[src/hw/rtl/reno_pkg.sv]
// Shared constants and types for the Reno congestion window core.
// Depends on nothing; every other file of the block imports it.
`default_nettype none

package reno_pkg;

  // Field widths
  localparam int unsigned MssW  = 16;
  localparam int unsigned WinW  = 32;
  localparam int unsigned CmdW  = 2;
  localparam int unsigned DupW  = 8;
  localparam int unsigned RtxW  = 2;
  localparam int unsigned CfgIdxW = 2;

  // Event commands
  localparam logic [CmdW-1:0] CMD_TIMEOUT = 2'd0;
  localparam logic [CmdW-1:0] CMD_NEW_ACK = 2'd1;
  localparam logic [CmdW-1:0] CMD_DUP_ACK = 2'd2;
  localparam logic [CmdW-1:0] CMD_START   = 2'd3;

  // Retransmit request codes
  localparam logic [RtxW-1:0] RTX_NONE    = 2'd0;
  localparam logic [RtxW-1:0] RTX_FAST    = 2'd1;
  localparam logic [RtxW-1:0] RTX_TIMEOUT = 2'd2;

  // Configuration register indexes
  localparam logic [CfgIdxW-1:0] CFG_MSS      = 2'd0;
  localparam logic [CfgIdxW-1:0] CFG_INIT_WND = 2'd1;
  localparam logic [CfgIdxW-1:0] CFG_INIT_THR = 2'd2;

  // Configuration reset values
  localparam logic [MssW-1:0] MSS_RST      = 16'd536;
  localparam logic [WinW-1:0] INIT_WND_RST = 32'd536;
  localparam logic [WinW-1:0] INIT_THR_RST = 32'd65535;

  // Duplicate count that triggers fast retransmit
  localparam logic [DupW-1:0] DUP_THRESH = 8'd3;

  typedef struct packed {
    logic [MssW-1:0] mss;
    logic [WinW-1:0] init_wnd;
    logic [WinW-1:0] init_thr;
  } cfg_t;

endpackage

`default_nettype wire

[src/hw/rtl/reno_evt_if.sv]
// Event request channel of the Reno congestion window core.
// Depends on reno_pkg for field widths.
`default_nettype none

interface reno_evt_if;
  import reno_pkg::*;

  logic            valid;
  logic            ready;
  logic [CmdW-1:0] command;
  logic [DupW-1:0] dup_ack_count;
  logic [WinW-1:0] peer_window;
  logic            timeout_aborts;

  modport source (
    output valid, command, dup_ack_count, peer_window, timeout_aborts,
    input  ready
  );

  modport sink (
    input  valid, command, dup_ack_count, peer_window, timeout_aborts,
    output ready
  );
endinterface

`default_nettype wire

[src/hw/rtl/reno_res_if.sv]
// Result request channel of the Reno congestion window core.
// Depends on reno_pkg for field widths.
`default_nettype none

interface reno_res_if;
  import reno_pkg::*;

  logic            valid;
  logic            ready;
  logic [WinW-1:0] window;
  logic [WinW-1:0] threshold;
  logic [RtxW-1:0] retransmit;
  logic            try_send;
  logic            after_timeout;

  modport source (
    output valid, window, threshold, retransmit, try_send, after_timeout,
    input  ready
  );

  modport sink (
    input  valid, window, threshold, retransmit, try_send, after_timeout,
    output ready
  );
endinterface

`default_nettype wire

[src/hw/rtl/reno_cfg_regs.sv]
// Configuration registers of the Reno congestion window core.
// Depends on reno_pkg for the register indexes and the cfg_t bundle.
`default_nettype none

module reno_cfg_regs (
  input  wire logic                     clk_i,
  input  wire logic                     rst_ni,
  input  wire logic                     cfg_we_i,
  input  wire logic [reno_pkg::CfgIdxW-1:0] cfg_idx_i,
  input  wire logic [reno_pkg::WinW-1:0]    cfg_data_i,
  output reno_pkg::cfg_t                cfg_o
);
  import reno_pkg::*;

  cfg_t cfg_q;

  // Write the addressed register; drop writes to unused indexes
  always_ff @(posedge clk_i or negedge rst_ni) begin
    if (!rst_ni) begin
      cfg_q.mss      <= MSS_RST;
      cfg_q.init_wnd <= INIT_WND_RST;
      cfg_q.init_thr <= INIT_THR_RST;
    end else if (cfg_we_i) begin
      case (cfg_idx_i)
        CFG_MSS:      cfg_q.mss      <= cfg_data_i[MssW-1:0];
        CFG_INIT_WND: cfg_q.init_wnd <= cfg_data_i;
        CFG_INIT_THR: cfg_q.init_thr <= cfg_data_i;
        default: ;
      endcase
    end
  end

  assign cfg_o = cfg_q;

endmodule

`default_nettype wire

[src/hw/rtl/reno_div.sv]
// Serial restoring divider, one quotient bit per cycle.
// Depends on reno_pkg for the window width.
`default_nettype none

module reno_div (
  input  wire logic                  clk_i,
  input  wire logic                  rst_ni,
  input  wire logic                  start_i,
  input  wire logic [reno_pkg::WinW-1:0] dividend_i,
  input  wire logic [reno_pkg::WinW-1:0] divisor_i,
  output logic                       done_o,
  output logic [reno_pkg::WinW-1:0]  quotient_o
);
  import reno_pkg::*;

  localparam int unsigned CntW = $clog2(WinW);

  logic [WinW-1:0] rem_q, rem_d;
  logic [WinW-1:0] quo_q, quo_d;
  logic [WinW-1:0] den_q;
  logic [CntW-1:0] cnt_q;
  logic            busy_q;
  logic            done_q;
  logic [WinW:0]   trial;
  logic [WinW:0]   diff;
  logic            fits;

  // Shift in the next dividend bit and try the subtract
  always_comb begin
    trial = {rem_q, quo_q[WinW-1]};
    diff  = trial - {1'b0, den_q};
    fits  = (trial >= {1'b0, den_q});
    rem_d = fits ? diff[WinW-1:0] : trial[WinW-1:0];
    quo_d = {quo_q[WinW-2:0], fits};
  end

  // Sequence the steps and flag the last one
  always_ff @(posedge clk_i or negedge rst_ni) begin
    if (!rst_ni) begin
      busy_q <= 1'b0;
      done_q <= 1'b0;
      cnt_q  <= '0;
    end else begin
      done_q <= 1'b0;
      if (start_i) begin
        busy_q <= 1'b1;
        cnt_q  <= CntW'(WinW - 1);
      end else if (busy_q) begin
        cnt_q <= cnt_q - 1'b1;
        if (cnt_q == '0) begin
          busy_q <= 1'b0;
          done_q <= 1'b1;
        end
      end
    end
  end

  // Hold operands and partial results
  always_ff @(posedge clk_i) begin
    if (start_i) begin
      rem_q <= '0;
      quo_q <= dividend_i;
      den_q <= divisor_i;
    end else if (busy_q) begin
      rem_q <= rem_d;
      quo_q <= quo_d;
    end
  end

  assign done_o     = done_q;
  assign quotient_o = quo_q;

endmodule

`default_nettype wire

[src/hw/rtl/reno_congestion_window_core.sv]
// Reno congestion window core: one event in, one result out.
// An accepted request goes through ST_EXEC and then ST_WB, which loads the output
// register once it is free; a congestion avoidance ACK passes ST_DGO and ST_DIV
// in between, where the serial divider computing mss*mss/cwnd sets the pace. A new
// request is taken in ST_IDLE only, even while a result still waits.
// Reset clears cwnd, ssthresh and the timeout flag and loads the configuration
// reset values. Depends on reno_pkg, reno_evt_if, reno_res_if, reno_cfg_regs, reno_div.
`default_nettype none

module reno_congestion_window_core (
  input  wire logic                         clk_i,
  input  wire logic                         rst_ni,
  reno_evt_if.sink                          evt_i,
  reno_res_if.source                        res_o,
  input  wire logic                         cfg_we_i,
  input  wire logic [reno_pkg::CfgIdxW-1:0] cfg_idx_i,
  input  wire logic [reno_pkg::WinW-1:0]    cfg_data_i
);
  import reno_pkg::*;

  localparam logic [2:0] ST_IDLE = 3'd0;
  localparam logic [2:0] ST_EXEC = 3'd1;
  localparam logic [2:0] ST_DGO  = 3'd2;
  localparam logic [2:0] ST_DIV  = 3'd3;
  localparam logic [2:0] ST_WB   = 3'd4;

  cfg_t cfg;

  logic [2:0]      state_q, state_d;
  logic [WinW-1:0] cwnd_q, ssth_q;
  logic            flag_q;

  logic [CmdW-1:0] cmd_q;
  logic [DupW-1:0] dups_q;
  logic [WinW-1:0] peer_q;
  logic            aborts_q;
  logic            need_div_q;

  logic [WinW-1:0] thr_q;
  logic [MssW+1:0] mss3_q;
  logic [WinW-1:0] prod_q;

  logic            out_valid_q;
  logic [WinW-1:0] out_wnd_q, out_thr_q;
  logic [RtxW-1:0] out_rtx_q;
  logic            out_send_q;
  logic            out_flag_q;

  logic            evt_acc;
  logic            wb_go;
  logic            div_done;
  logic [WinW-1:0] div_quo;
  logic [WinW-1:0] divisor;
  logic [WinW-1:0] incr;

  logic [WinW-1:0] flight;
  logic [WinW:0]   floor2;
  logic [WinW-1:0] thr_d;

  logic [WinW-1:0] add_a, add_b;
  logic [WinW:0]   add_sum;
  logic [WinW-1:0] add_sat;

  logic [WinW-1:0] cwnd_d, ssth_d;
  logic            flag_d;
  logic [RtxW-1:0] rtx_d;
  logic            send_d;

  reno_cfg_regs u_cfg (
    .clk_i      (clk_i),
    .rst_ni     (rst_ni),
    .cfg_we_i   (cfg_we_i),
    .cfg_idx_i  (cfg_idx_i),
    .cfg_data_i (cfg_data_i),
    .cfg_o      (cfg)
  );

  assign divisor = (cwnd_q == '0) ? WinW'(1) : cwnd_q;

  reno_div u_div (
    .clk_i      (clk_i),
    .rst_ni     (rst_ni),
    .start_i    (state_q == ST_DGO),
    .dividend_i (prod_q),
    .divisor_i  (divisor),
    .done_o     (div_done),
    .quotient_o (div_quo)
  );

  assign evt_i.ready = (state_q == ST_IDLE);
  assign evt_acc     = evt_i.valid && evt_i.ready;
  assign wb_go       = (state_q == ST_WB) && (!out_valid_q || res_o.ready);

  // Advance the sequencer
  always_comb begin
    state_d = state_q;
    case (state_q)
      ST_IDLE: if (evt_acc) state_d = ST_EXEC;
      ST_EXEC: state_d = need_div_q ? ST_DGO : ST_WB;
      ST_DGO:  state_d = ST_DIV;
      ST_DIV:  if (div_done) state_d = ST_WB;
      ST_WB:   if (wb_go) state_d = ST_IDLE;
      default: state_d = ST_IDLE;
    endcase
  end

  // Capture the event request
  always_ff @(posedge clk_i) begin
    if (evt_acc) begin
      cmd_q      <= evt_i.command;
      dups_q     <= evt_i.dup_ack_count;
      peer_q     <= evt_i.peer_window;
      aborts_q   <= evt_i.timeout_aborts;
      need_div_q <= (evt_i.command == CMD_NEW_ACK) &&
                    (evt_i.dup_ack_count < DUP_THRESH) && !(cwnd_q < ssth_q);
    end
  end

  // Threshold rule: max(min(cwnd, peer) / 2, 2 * mss)
  always_comb begin
    flight = (cwnd_q < peer_q) ? cwnd_q : peer_q;
    floor2 = (WinW + 1)'({cfg.mss, 1'b0});
    thr_d  = ({1'b0, flight >> 1} > floor2) ? (flight >> 1) : floor2[WinW-1:0];
  end

  // Register the threshold, 3*mss and mss*mss for the write-back
  always_ff @(posedge clk_i) begin
    if (state_q == ST_EXEC) begin
      thr_q  <= thr_d;
      mss3_q <= (MssW + 2)'({cfg.mss, 1'b0}) + (MssW + 2)'(cfg.mss);
      prod_q <= WinW'(cfg.mss) * WinW'(cfg.mss);
    end
  end

  assign incr = (div_quo == '0) ? WinW'(1) : div_quo;

  // Select the operands of the saturating window adder
  always_comb begin
    add_a = cwnd_q;
    add_b = WinW'(cfg.mss);
    if (cmd_q == CMD_DUP_ACK && dups_q == DUP_THRESH) begin
      add_a = thr_q;
      add_b = WinW'(mss3_q);
    end else if (need_div_q) begin
      add_b = incr;
    end
    add_sum = {1'b0, add_a} + {1'b0, add_b};
    add_sat = add_sum[WinW] ? '1 : add_sum[WinW-1:0];
  end

  // Work out the state update and the result fields
  always_comb begin
    cwnd_d = cwnd_q;
    ssth_d = ssth_q;
    flag_d = flag_q;
    rtx_d  = RTX_NONE;
    send_d = 1'b0;
    case (cmd_q)
      CMD_TIMEOUT: begin
        if (!aborts_q) begin
          ssth_d = thr_q;
          cwnd_d = WinW'(cfg.mss);
          flag_d = 1'b1;
          rtx_d  = RTX_TIMEOUT;
        end
      end
      CMD_NEW_ACK: begin
        send_d = 1'b1;
        if (dups_q >= DUP_THRESH) begin
          cwnd_d = ssth_q;
        end else begin
          cwnd_d = add_sat;
        end
      end
      CMD_DUP_ACK: begin
        if (dups_q == DUP_THRESH) begin
          ssth_d = thr_q;
          cwnd_d = add_sat;
          rtx_d  = RTX_FAST;
        end else if (dups_q > DUP_THRESH) begin
          cwnd_d = add_sat;
          send_d = 1'b1;
        end
      end
      CMD_START: begin
        cwnd_d = cfg.init_wnd;
        ssth_d = cfg.init_thr;
        flag_d = 1'b0;
      end
      default: ;
    endcase
  end

  // Hold control state and publish the result
  always_ff @(posedge clk_i or negedge rst_ni) begin
    if (!rst_ni) begin
      state_q     <= ST_IDLE;
      cwnd_q      <= '0;
      ssth_q      <= '0;
      flag_q      <= 1'b0;
      out_valid_q <= 1'b0;
    end else begin
      state_q <= state_d;
      if (wb_go) begin
        cwnd_q      <= cwnd_d;
        ssth_q      <= ssth_d;
        flag_q      <= flag_d;
        out_valid_q <= 1'b1;
      end else if (res_o.ready) begin
        out_valid_q <= 1'b0;
      end
    end
  end

  // Load the output register
  always_ff @(posedge clk_i) begin
    if (wb_go) begin
      out_wnd_q  <= cwnd_d;
      out_thr_q  <= ssth_d;
      out_rtx_q  <= rtx_d;
      out_send_q <= send_d;
      out_flag_q <= flag_d;
    end
  end

  assign res_o.valid         = out_valid_q;
  assign res_o.window        = out_wnd_q;
  assign res_o.threshold     = out_thr_q;
  assign res_o.retransmit    = out_rtx_q;
  assign res_o.try_send      = out_send_q;
  assign res_o.after_timeout = out_flag_q;

endmodule

`default_nettype wire
[src/flat_wrapper.sv]
// flat-port wrapper written by rule: the top's interface ports become plain ports
module reno_congestion_window_core_flat import reno_pkg::*;
  (clk_i, rst_ni, cfg_we_i, cfg_idx_i, cfg_data_i, evt_i_valid, evt_i_command, evt_i_dup_ack_count, evt_i_peer_window, evt_i_timeout_aborts, evt_i_ready, res_o_valid, res_o_window, res_o_threshold, res_o_retransmit, res_o_try_send, res_o_after_timeout, res_o_ready);
  reno_evt_if evt_i_i ();
  reno_res_if res_o_i ();
  input  wire logic clk_i;
  input  wire logic rst_ni;
  input  wire logic cfg_we_i;
  input  wire logic [reno_pkg::CfgIdxW-1:0] cfg_idx_i;
  input  wire logic [reno_pkg::WinW-1:0] cfg_data_i;
  input wire logic [$bits(evt_i_i.valid)-1:0] evt_i_valid;
  input wire logic [$bits(evt_i_i.command)-1:0] evt_i_command;
  input wire logic [$bits(evt_i_i.dup_ack_count)-1:0] evt_i_dup_ack_count;
  input wire logic [$bits(evt_i_i.peer_window)-1:0] evt_i_peer_window;
  input wire logic [$bits(evt_i_i.timeout_aborts)-1:0] evt_i_timeout_aborts;
  output wire logic [$bits(evt_i_i.ready)-1:0] evt_i_ready;
  output wire logic [$bits(res_o_i.valid)-1:0] res_o_valid;
  output wire logic [$bits(res_o_i.window)-1:0] res_o_window;
  output wire logic [$bits(res_o_i.threshold)-1:0] res_o_threshold;
  output wire logic [$bits(res_o_i.retransmit)-1:0] res_o_retransmit;
  output wire logic [$bits(res_o_i.try_send)-1:0] res_o_try_send;
  output wire logic [$bits(res_o_i.after_timeout)-1:0] res_o_after_timeout;
  input wire logic [$bits(res_o_i.ready)-1:0] res_o_ready;
  assign evt_i_i.valid = evt_i_valid;
  assign evt_i_i.command = evt_i_command;
  assign evt_i_i.dup_ack_count = evt_i_dup_ack_count;
  assign evt_i_i.peer_window = evt_i_peer_window;
  assign evt_i_i.timeout_aborts = evt_i_timeout_aborts;
  assign evt_i_ready = evt_i_i.ready;
  assign res_o_valid = res_o_i.valid;
  assign res_o_window = res_o_i.window;
  assign res_o_threshold = res_o_i.threshold;
  assign res_o_retransmit = res_o_i.retransmit;
  assign res_o_try_send = res_o_i.try_send;
  assign res_o_after_timeout = res_o_i.after_timeout;
  assign res_o_i.ready = res_o_ready;
  reno_congestion_window_core u_core (.clk_i(clk_i), .rst_ni(rst_ni), .evt_i(evt_i_i), .res_o(res_o_i), .cfg_we_i(cfg_we_i), .cfg_idx_i(cfg_idx_i), .cfg_data_i(cfg_data_i));
endmodule
[config.mk]
export PLATFORM = sky130hd
export DESIGN_NAME = reno_congestion_window_core_flat
export DESIGN_NICKNAME = d
export VERILOG_FILES = /design/src/hw/rtl/reno_pkg.sv /design/src/hw/rtl/reno_evt_if.sv /design/src/hw/rtl/reno_res_if.sv /design/src/hw/rtl/reno_cfg_regs.sv /design/src/hw/rtl/reno_div.sv /design/src/hw/rtl/reno_congestion_window_core.sv /design/src/flat_wrapper.sv
export SDC_FILE = /design/constraint.sdc
export NUM_CORES = 2
export LEC_CHECK = 0
export BUFFER_PORTS_ARGS = -buffer_cell sky130_fd_sc_hd__buf_2
export CAP_MARGIN = 20
export CELL_PAD_IN_SITES_DETAIL_PLACEMENT = 0
export CELL_PAD_IN_SITES_GLOBAL_PLACEMENT = 1
export CORE_ASPECT_RATIO = 0.5
export CORE_MARGIN = 1.5
export CORE_UTILIZATION = 45
export DETAILED_ROUTE_END_ITERATION = 8
export PLACE_DENSITY_LB_ADDON = 0.12
export SYNTH_ARGS = -nofsm -noshare
export SYNTH_HDL_FRONTEND = slang
export SYNTH_SLANG_ARGS = --single-unit
export TNS_END_PERCENT = 50
[constraint.sdc]
create_clock -name clk_i -period 6.6 [get_ports clk_i]
set_input_delay 1.65 -clock clk_i [delete_from_list [all_inputs] [get_ports clk_i]]
set_output_delay 1.65 -clock clk_i [all_outputs]
set_load 0.005 [all_outputs]
# Word level (Yosys, flattened, before mapping)
# Index checks and enable logic that the tools add are counted.
dict set report totals {
  register_bits 446
  input_bits 82
}
dict set report classes {
  n_addsub 4
  mul 1
  n_reduce_logical 20
  magnitude_cmp 7
  eq_ne 14
  n_mux 41
}
# operator count
set op_table {}
lappend op_table {{32-bit two-way mux} 15}
lappend op_table {{32-bit case mux with 4 select lines} 1}
lappend op_table {{32-bit case mux with 3 select lines} 1}
lappend op_table {{32-bit zero test} 2}
lappend op_table {{32-bit less-than comparator} 2}
lappend op_table {{32-bit by 32-bit adder with 33-bit output} 1}
lappend op_table {{33-bit by 32-bit >= comparator with 1-bit output} 1}
lappend op_table {{16-bit by 16-bit multiplier with 32-bit output} 1}
lappend op_table {{32-bit subtractor} 1}
lappend op_table {{31-bit by 17-bit greater-than comparator with 1-bit output} 1}
lappend op_table {{17-bit by 16-bit adder with 18-bit output} 1}
lappend op_table {{17-bit two-way mux} 1}
lappend op_table {{3-bit case mux with 5 select lines} 1}
lappend op_table {{1-bit two-way mux} 12}
lappend op_table {{3-bit two-way mux} 4}
lappend op_table {{5-bit two-way mux} 2}
lappend op_table {{8-bit by 2-bit equality test with 1-bit output, second input constant} 1}
lappend op_table {{8-bit by 2-bit >= comparator with 1-bit output, second input constant} 1}
lappend op_table {{8-bit by 2-bit greater-than comparator with 1-bit output, second input constant} 1}
lappend op_table {{8-bit by 2-bit less-than comparator with 1-bit output, second input constant} 1}
lappend op_table {{2-bit by 1-bit equality test with 1-bit output, second input constant} 3}
lappend op_table {{2-bit equality test, second input constant} 3}
lappend op_table {{3-bit by 2-bit equality test with 1-bit output, second input constant} 2}
lappend op_table {{2-bit AND reduction} 3}
lappend op_table {{16 further kinds} 25}

# Depth between registers and ports, before layout
dict set report logic_depth {
  ltp_word 9
  depth_mapped 27
  depth_no_buf 25
}

# Hierarchy
# From an unflattened synthesis, not the netlist that was laid out.
dict set report hier_totals {
  cells_unflattened 3417
  hier_area_um2 33557.2
}
# mod cells_each area_each_um2 seq_area_each_um2 n_inst
set modules_own_cells {}
lappend modules_own_cells {reno_congestion_window_core 2648 24451.0 7462.2 1}
lappend modules_own_cells {reno_div 599 6085.8 2737.6 1}
lappend modules_own_cells {reno_cfg_regs 170 3020.4 2029.4 1}

# Worst setup path after synthesis
# OpenSTA, ideal clock, no wires.
dict set report synth_path {
  path_kind {flip-flop to flip-flop}
  from {register u_core.u_cfg.cfg_q (netlist bit u_core.u_cfg.cfg_o[73])}
  to {register u_core.prod_q[31], data pin}
  path_buffers 2
  stages_incl_launch_ff 27
  slack_ns -0.548
  setup_ns 0.260
  period_less_slack_ns 7.148
  t_arrival_ns 6.888
  cell_sequence {dfstp_2 clkbuf_1 inv_1 clkbuf_1 nor2_1 inv_1 fa_1 inv_1 fa_1 inv_1 fa_1 inv_1 fa_1 fa_1 inv_1 fa_1 inv_1 ha_1 or3_1 o221a_4 o41ai_4 a2111oi_1 a211o_1 or4_1 a31o_1 a21oi_2 xnor2_1}
}
dict set report synth_between {
  elab_chain_len 1
}
# item line_no
set synth_lines {}
lappend synth_lines {{start: declaration} reno_cfg_regs.sv:15} ;# cfg_t cfg_q;
lappend synth_lines {{16-bit by 16-bit multiplier with 32-bit output} reno_congestion_window_core.sv:131} ;# prod_q <= WinW'(cfg.mss) * WinW'(cfg.mss);
lappend synth_lines {{end signal: assignment} reno_congestion_window_core.sv:131}
lappend synth_lines {{end: declaration} reno_congestion_window_core.sv:41} ;# logic [WinW-1:0] prod_q;
# No other way between the ends.
# A chain may end at the register's enable or synchronous reset.

# Final worst setup path
# Ends and elaborated chain as after synthesis.

==> results.md <==
* Worst hold path class: reg -> reg
* Std-Cell Core Area at 0.07122 mm2
* WP data arrival at 7.26 ns
* Vias per cell at 5.647
* Initial core utilization at 45.67%
* CP Capture Type: flop
* Io pins at 152
* Max-Cap Viols at 0
* Synthesis-stage register bit count at 443
* GRT Util Overall at 29.69%
* Mapped Nets at 3891
* Fin crit share at 105.1%
* Dpl ws at -0.5368 ns
* Post-route ant nets at 0
* Multiplexer share of the synthesized area at 5.212%
* Synth Flop Type: edfxtp_1
* Simple logic cell fraction of the synthesized area at 12.93%
* Synth area leader: edfxtp_1
* Synth warn at 0
* Achievable Freq at 0.1441 GHz
* Die width at 383.2 um
* Fin. max-slew vios at 0
* CTS tree: done
* Library cells used by synthesis at 90
* Slew at the pin with the worst max-slew slack at 1.143 ns
* Path type of the worst setup path: reg -> reg
* Gr ovfl total at 0
* Drt first pass iters at 6
* Startpoint types: flop
* DR DRC count at 0
* GPL Wtd Cong at 0.9155
* Compound-Gate Fraction of Synth Area at 13.71%
* PortBufs at 151
* Post-synth ARST share at 35.21%
* Final hold violation count at 0
* CTS Buffer Depth at 3
* Synth Area per Inst at 9.658 um2
* Post-synthesis xor/xnor area fraction at 2.908%
* Synth top area share at 23.54%
* Register area share after synthesis at 37.60%
* Crit path max fanout at 2
* WP data required at 6.92 ns
* Mapped Cells at 3368
* Status: finished with violations
* Reg clk slew, reported paths at 0.06 ns
* Die area at 0.07401 mm2
* Clk sinks at 443
* Dpl hpwl at 84.26 mm
* Synth Area in Adders at 20.79%
* Initial antenna violation count at 6
* Die height at 193.1 um
* RSZ-0062 raised after global routing: true
* Global-route wire length before repair at 162.8 mm
* Cell area after synthesis at 0.03253 mm2
* TritonCTS Buffers at 45
* Initial DRC Count at 2477
* Rows at 69
* Final setup vio count at 4
* Average wire per cell in the routed design at 23.85 um
* Via Count at 26.18k
* Nets at 4161
* Layout cells sized above 1 at 21.17%
* Largest family of logic cells by synthesized area: adder cells
* Final wirelength at 110.6 mm
* Layout Skew at 0.03842 ns
* Violated checks: negative setup slack
* Final setup margin at -0.3378 ns
* Max_slew headroom at 23.66%
* Root buffer cell: clkbuf_16
* Largest cells by area after synthesis: edfxtp_1, ha_1, dfrtp_1
* Most frequent cell after synthesis: nand2_1
* Largest net degree at the start of global routing at 132
* Top cells by count, synth: nand2_1, inv_1, ha_1
* Worst skew pair latency at 0.61 ns
* H-tree Lvls at 2
* P&R area growth vs syn at 16.59%
* Number of global-route vias before repair at 25.39k
* Post-synth EDFFs at 255
* Post-CTS Hold Buffers at 0
* Tmin final at 6.938 ns
## final cells by class
cell class	instances	area (um2)
clock buffers	53	1196
diodes	4	10.01
flip-flops and latches	443	12240
multi-input cells	2337	18550
fillers	6552	33300
clock inverters	31	399.1
well taps	958	1199
repair buffers	402	2771
inverters	409	1562
## registers in the layout, indices dropped and copies added (netlist names), 2 cells and up
register and flops:
u_core.u_div.cnt_q 5, u_core.res_o.retransmit 2, u_core.res_o.threshold 32, u_core.prod_q 31, u_core.thr_q 31, u_core.u_div.den_q 32
u_core.u_div.rem_q 32, u_core.ssth_q 32, u_core.mss3_q 17, u_core.u_cfg.cfg_o 80, u_core.state_q 3, u_core.dups_q 8
u_core.peer_q 32, u_core.cmd_q 2, u_core.res_o.window 32, u_core.cwnd_q 32, u_core.u_div.quotient_o 32
## final timing paths
path | start | end | slack, ns | cells past startpoint
max | u_core.u_cfg.cfg_o[73] | u_core.prod_q[31] | -0.34 | 23
min | u_core.u_div.rem_q[17] | u_core.u_div.rem_q[17] | 0.48 | 2
max reg2reg | u_core.u_cfg.cfg_o[73] | u_core.prod_q[31] | -0.34 | 23
min reg2reg | u_core.u_div.rem_q[17] | u_core.u_div.rem_q[17] | 0.48 | 2
max in group asynchronous | rst_ni | u_core.u_cfg.cfg_o[27] | 4.52 | 2
min in group asynchronous | rst_ni | u_core.cwnd_q[10] | 0.95 | 1
## cells in the final DEF, fill, tap and decap left out, types with 32 or more instances in the layout
cell and count:
o21ai_0 185, ha_1 257, nor2_1 173, xor2_1 35
fa_1 154, a21oi_1 145, xnor2_1 70, nand2_1 468
edfxtp_1 255, mux2_2 119, nand3_1 68, a21o_1 58
inv_1 372, nand4_1 35, a22oi_1 38, clkbuf_16 45
buf_4 234, dfxtp_1 32, buf_2 150, dfrtp_1 125
a211oi_1 34
## metrics by stage
step | cell area [um2] | utilization, % | hold slack [ns] | setup TNS [ns] | std cells
6_report | 37930 | 53.25 | 0.4844 | -0.4297 | 4637
5_1_grt | 37920 | 53.23 | 0.5122 | -1.040 | 4633
4_1_cts | 37640 | 52.85 | 0.4866 | -0.3118 | 4619
3_5_place_dp | 35740 | 50.18 | 0.4780 | -1.690 | 4517
3_3_place_gp | 35740 | 50.18 | 0.4767 | -1.505 | 4517
2_1_floorplan | 32800 | - | 0.4578 | -0.1166 | 3368
## cell families after synthesis
group | count (synthesis)
buffers and inverters | 588
muxes | 154
DFF | 443
AOI/OAI and AO/OA | 681
adders and majority gates | 441
and+or+nand+nor | 953
xor gates and xnor gates | 108
## critical path, cell delays in order, from the launching register on
cell and delay, ns:
dfstp_2 0.60, ha_4 0.16, inv_1 0.06, fa_1 0.50
buf_4 0.16, fa_1 0.50, inv_1 0.05, fa_1 0.48
fa_1 0.53, fa_1 0.55, inv_1 0.05, fa_1 0.54
inv_1 0.07, ha_4 0.25, and4_4 0.17, and3_1 0.18
o221a_4 0.12, o41ai_4 0.43, a2111oi_2 0.14, a211o_1 0.27
or4_4 0.45, a31o_1 0.21, a21oi_2 0.14, xnor2_1 0.07
## what timing repair did
item                       CTS  global route
pin swaps                   56            35
gates resized for setup     62            46
cloned                       0             0
buffers inserted            18            14
setup endpoints to repair    5             7
## layer usage
metal | share of wire, % | up-vias | global-route usage, % | routed length [um]
li1 | - | 12180 | - | -
met1 | 46 | 13020 | 43.09 | 51360
met2 | 44 | 832 | 46.18 | 49140
met3 | 6.5 | 149 | 4.671 | 7212
met4 | 2.6 | 4 | 8.028 | 2869
met5 | 0.024 | - | 0 | 26
Power is left out: the tool's default activity adds up to more than one toggle a clock period on the data nets, which glitch-free logic cannot reach.
